[config.mk]
export PLATFORM = sky130hd
export DESIGN_NAME = sff_ram
export DESIGN_NICKNAME = d
export VERILOG_FILES = /design/src/rtl/sff_ram.sv
export SDC_FILE = /design/constraint.sdc
export NUM_CORES = 1
export LEC_CHECK = 0
export BUFFER_PORTS_ARGS = -buffer_cell sky130_fd_sc_hd__buf_2
export CELL_PAD_IN_SITES_DETAIL_PLACEMENT = 2
export CELL_PAD_IN_SITES_GLOBAL_PLACEMENT = 2
export CORE_ASPECT_RATIO = 0.5
export CORE_MARGIN = 2
export CORE_UTILIZATION = 48
export DETAILED_ROUTE_END_ITERATION = 10
export PLACE_DENSITY = 0.88
export SYNTH_ARGS = -nofsm -noshare
export SYNTH_HDL_FRONTEND = slang
export SYNTH_SLANG_ARGS = --single-unit
[constraint.sdc]
create_clock -name clk -period 1.95 [get_ports clk]
set_input_delay 0.0975 -clock clk [delete_from_list [all_inputs] [get_ports clk]]
set_output_delay 0.0975 -clock clk [all_outputs]
set_load 0.02 [all_outputs]
[src/rtl/sff_ram.sv]
// Generic simple dual-port RAM: one write port, one read port, registered read.
// Used for the frame store and the coordinate stack. No dependencies.
module sff_ram #(
	parameter int WIDTH = 8,
	parameter int DEPTH = 16
) (
	input  logic                     clk,
	input  logic                     wr_en,
	input  logic [$clog2(DEPTH)-1:0] wr_addr,
	input  logic [WIDTH-1:0]         wr_data,
	input  logic                     rd_en,
	input  logic [$clog2(DEPTH)-1:0] rd_addr,
	output logic [WIDTH-1:0]         rd_data
);

	logic [WIDTH-1:0] mem_q [DEPTH];

	always_ff @(posedge clk) begin
		if (wr_en) begin
			mem_q[wr_addr] <= wr_data;
		end
		if (rd_en) begin
			rd_data <= mem_q[rd_addr];
		end
	end

endmodule
==> summary.md, run 1 <==
| Metric | Value |
|---|---|
| Cell types with the largest area share after synthesis | `edfxtp_1, mux4_2, mux4_1` |
| Multiplexer share of the synthesized area | `approximately 15%` |
| Proportion of synthesized flip-flops having asynchronous set or reset | `0%` |
| Most used standard cell by instance count after synthesis | `edfxtp_1` |
| Detailed Place HPWL | `approximately 10000 um` |
| Cell Rows | `26` |
| Commonest register cell after synthesis | `edfxtp_1` |
| Error message | `[ERROR DPL-0033] detailed placement checks failed during check placement.` |
| Compound-cell area share of the yosys netlist | `~2.3%` |
| Yosys warns | `0` |
| Part of the Yosys area used for sequential elements | `~80%` |
| Combined area of all synthesized cells | `~0.0052 mm2` |
| Exit stage | `detailed placement (3_5_place_dp)` |
| Synthesized netlist cell count | `229` |
| Die width | `between 150 and 200 um` |
| Syn Nets | `248` |
| XOR/XNOR share of the synthesized area | `0%` |
| Starting Density | `50.2%` |
| Dominant combinational cell family by area after synthesis | `multiplexers` |
| Area share of fa/ha/maj cells after synthesis | `0%` |
| Total of buffers placed on input and output ports | `26` |
| Mean area per synthesized cell | `22.8 um2` |
| Library cell occupying the most area in the post-synthesis netlist | `edfxtp_1` |
| Library cells used by synthesis | `18` |
| Post-synthesis register bit count | `136` |
| Synth top cells by count | `edfxtp_1, mux4_2, a22oi_1, mux4_1, nor2_1` |
| Number of enable-type register cells in the synthesized netlist | `136` |
| I/O pin count | `27` |
| Routability cong. | `between 0.7 and 0.8` |
| Synthesized-area fraction occupied by and/or/nand/nor cells | `under 10%` |
| Die Y | `~78 um` |
| Fraction of synthesized cell area taken by the top area cell type | `around four fifths` |
| Result of the run | `aborted with a tool error` |
==> kinds of logic after synthesis <==
| group | after synthesis |
|---|---|
| AOI/OAI and AO/OA | 16 |
| DFF | 136 |
| buffers and inverters | 10 |
| muxes | 32 |
| and+or+nand+nor | 35 |
==> stage by stage <==
stage          setup WS, ns  cell area [um2]  cells  hold slack, ns
2_1_floorplan         0.360             5230    229           0.196
3_3_place_gp          0.210             5630    405           0.473
==> run 2: changes to the inputs <==
==> config.mk (replaced) <==
export PLATFORM = sky130hd
export DESIGN_NAME = sff_ram
export DESIGN_NICKNAME = d
export VERILOG_FILES = /design/src/rtl/sff_ram.sv
export SDC_FILE = /design/constraint.sdc
export NUM_CORES = 1
export LEC_CHECK = 0
export BUFFER_PORTS_ARGS = -buffer_cell sky130_fd_sc_hd__buf_2
export CORE_MARGIN = 2
export CORE_UTILIZATION = 40
export DETAILED_ROUTE_END_ITERATION = 10
export PLACE_DENSITY_LB_ADDON = 0.15
export SYNTH_ARGS = -nofsm -noshare
export SYNTH_HDL_FRONTEND = slang
export SYNTH_SLANG_ARGS = --single-unit
==> run 2 against run 1 <==
  * The run now ends clean
  * Synthesized area unchanged
  * Synthesized cell count unchanged
==> summary.md, run 2 <==
| Metric | Value |
|---|---|
| Total buffers and inverters traversed by the critical path | `0` |
| Fraction of synthesized cell area taken by the top area cell type | `about four fifths` |
| Hold violation count in the final report | `0` |
| First-pass iteration count of the detailed router | `4` |
| Proportion of synthesized flip-flops having asynchronous set or reset | `0%` |
| Sinks on the clock net | `approximately 140` |
| Largest net degree at the start of global routing | `33` |
| Smallest setup slack after layout | `0.390 ns` |
| Library cells used by synthesis | `18` |
| Detailed Place HPWL | `6560 um` |
| H-tree Lvls | `4` |
| Total internal power | `between 5000 and 6000 uW` |
| Startpoint of the worst setup timing path | `mem_q[9][4]` |
| Die width | `around 120 um` |
| Result of the run | `complete, no violations` |
| Clock Pin Slew Worst Setup and Hold Paths | `approximately 0.050 ns` |
| Post-layout net count | `around 300` |
| Number of fillers in the final layout | `~1000` |
| Total of buffers placed on input and output ports | `26` |
| DRC violation total after the first TritonRoute iteration | `about 150` |
| Count of cell instances traversed by the critical path | `3` |
| Largest register FFs | `between 100 and 150` |
| Routability cong. | `around 0.74` |
| Combined area of all synthesized cells | `around 0.0052 mm2` |
| Cts-stage hold buffer count | `0` |
| Antenna-violating nets left | `0` |
| Critical Path Max Stage Delay | `~0.5 ns` |
| Portion of the clock cycle consumed by the worst path in the final layout | `roughly 80%` |
| Reg-to-reg startpoint | `mem_q[9][4]` |
| Slew HR | `between 60% and 70%` |
| Chain of cells forming the critical path | `mux4_1, a22oi_1, nand2_1` |
| Family with the most delay on the worst path | `multiplexers` |
| Cell Area, Placed | `roughly 0.0057 mm2` |
| Endpoint of the worst-slack reg-to-reg timing path | `rd_data[4]` |
| Clock Power Share | `47.3%` |
| Syn Nets | `roughly 250` |
| Antenna violations before repair | `0` |
| RSZ-0062 raised after global routing | `no` |
| I/O pin count | `27` |
| Mean area per synthesized cell | `22.8 um2` |
| Worst hold margin | `between 0.05 and 0.06 ns` |
| Largest fanout on the critical path | `1` |
| Post-CTS Setup Inserts | `0` |
| Switching power total | `roughly 1400 uW` |
| Core ar. | `approximately 0.013 mm2` |
| Most used standard cell by instance count after synthesis | `edfxtp_1` |
| Total number of vias | `approximately 2500` |
| DRC | `0` |
| Worst-case register-to-register setup slack | `roughly 0.39 ns` |
| Part of the power in combinational logic | `4.8%` |
| Deepest clock path buffer count | `2` |
| Total power divided by cell area | `1100 mW/mm2` |
| Maximum vdd ir drop | `approximately 0.46 mV` |
| Cell at the root of the clock tree | `clkbuf_16` |
| Category of the most critical setup path | `flop to flop` |
| Die Footprint | `between 0.01 and 0.015 mm2` |
| Most flop-heavy register | `mem_q` |
| Overall routing resource usage | `between 10% and 20%` |
| Global-route wire length before repair | `~16000 um` |
| CP max stage cell | `mux4_1` |
| FF-to-FF path depth | `3` |
| Number of max-slew violations in the final report | `0` |
| Commonest non-fill, non-tap cells in the layout | `edfxtp_1, buf_2, mux4_2, buf_4, clkbuf_16` |
| Vias in the first global route | `2576` |
| Die Y | `about 120 um` |
| Achievable Freq | `~640 MHz` |
| Commonest non-fill, non-tap cell in the layout | `edfxtp_1` |
| Number of clock buffers inserted by TritonCTS | `17` |
| Yosys warns | `0` |
| Starting Density | `between 40% and 50%` |
| Post-Route WL | `roughly 11000 um` |
| Sort of element at the end of the critical path | `flop` |
| Cell types with the largest area share after synthesis | `edfxtp_1, mux4_2, mux4_1` |
| Clock latency of the later-clocked register in the worst-skew pair | `about 0.4 ns` |
| Via-to-Cell Ratio | `around 5.3` |
| Total setup violations reported at the end of the flow | `0` |
| Final critical delay including setup and external delays | `about 1.6 ns` |
| Part of the Yosys area used for sequential elements | `78.1%` |
| Global route overflow | `0` |
| Arrival time worst endpoint | `1.70 ns` |
| Layout-stage area growth over the synthesis result | `20.3%` |
| Total Power | `6910 uW` |
| Commonest register cell after synthesis | `edfxtp_1` |
| Clock tree from TritonCTS | `yes` |
| Final instance area | `approximately 0.0063 mm2` |
| Transition time of the tightest slew-check pin | `approximately 0.5 ns` |
| Fin Setup TNS | `0 ns` |
| Post-synthesis register bit count | `~140` |
| Nature of the critical path startpoint | `flop` |
| Crit path capture | `rd_data[4]` |
| Library cell occupying the most area in the post-synthesis netlist | `edfxtp_1` |
| Worst setup slack after placement | `about 0.14 ns` |
| Average wire per standard cell | `22.7 um` |
| Switching fraction of total power | `19.7%` |
| Synthesized netlist cell count | `~230` |
| Leading registers by flop count | `mem_q: 128 flops, rd_data: 8 flops` |
| Data required, critical path | `~2.1 ns` |
| Count of cells resized by post-cts repair | `0` |
| Beginning of the worst hold path | `rd_en` |
| Cell Rows | `approximately 40` |
| Number of enable-type register cells in the synthesized netlist | `approximately 140` |
| Sequential share of power | `a little under half` |
| Worst min-delay path category | `input pin to flop` |
| Synth top cells by count | `edfxtp_1, mux4_2, a22oi_1, mux4_1, nor2_1` |
| Clk_skew | `between 0.007 and 0.008 ns` |
| Number of maximum-capacitance violations | `0` |
| Pleak | `0.00213 uW` |
| Share of post-route cells with drive strength above 1 | `32.6%` |
| Diodes inserted | `0` |
run 2: cell counts after synthesis:
No cell type changed its count.
run 2: stage by stage:
step / util, % / instances
after floorplan: - / 229
after global placement: 44.8 / 438
after detailed placement: 44.8 / 438
after CTS: 49.6 / 470
after global routing: 49.6 / 470
final: 49.6 / 470
run 2: cell type report:
class / instances / area [um2] / area share (%)
flip-flops and latches: 136 / 4080 / 64.9
multi-input cells: 83 / 1060 / 16.8
clock buffers: 17 / 425 / 6.76
repair buffers: 47 / 325 / 5.17
well taps: 172 / 215 / 3.42
clock inverters: 15 / 184 / 2.92
run 2: how the worst min path moves through the flow:
stage,endpoint,slack (ns),cells after the start
finish,rd_data[7],0.05,1
global route,rd_data[2],0.05,1
CTS,rd_data[3],0.04,1
detailed placement,rd_data[1],0.48,1
global placement,rd_data[1],0.48,1
floorplan,mem_q[0][0],0.20,0
run 2: cell families (layout without fill, tap and decap cells):
| kind of cell | count (synthesis) | after routing | synth area share (%) |
|---|---|---|---|
| multiplexers | 32 | 32 | 14.8 |
| AO/OA/AOI/OAI | 16 | 16 | 2.30 |
| flip-flops | 136 | 136 | 78.1 |
| AND/OR/NAND/NOR | 35 | 35 | 3.14 |
| buffers and inverters | 10 | 79 | 1.65 |
run 2: metal layers:
layer,GRT usage [%],vias up,share of wire (%)
met1,23.9,1266,45
met4,6.55,0,1.4
met2,23.3,97,46
li1,-,1093,-
met5,0,-,0
met3,4.97,13,8.2
run 2: power groups by stage:
stage | clock [uW] | combinational [uW] | sequential [uW]
6_report | 3270 | 329 | 3310
5_1_grt | 3450 | 360 | 3320
4_1_cts | 3310 | 336 | 3310
3_5_place_dp | 0 | 335 | 3370
3_3_place_gp | 0 | 332 | 3370
2_1_floorplan | 0 | 166 | 3390
Note: power is estimated with default switching activity, not from simulation.
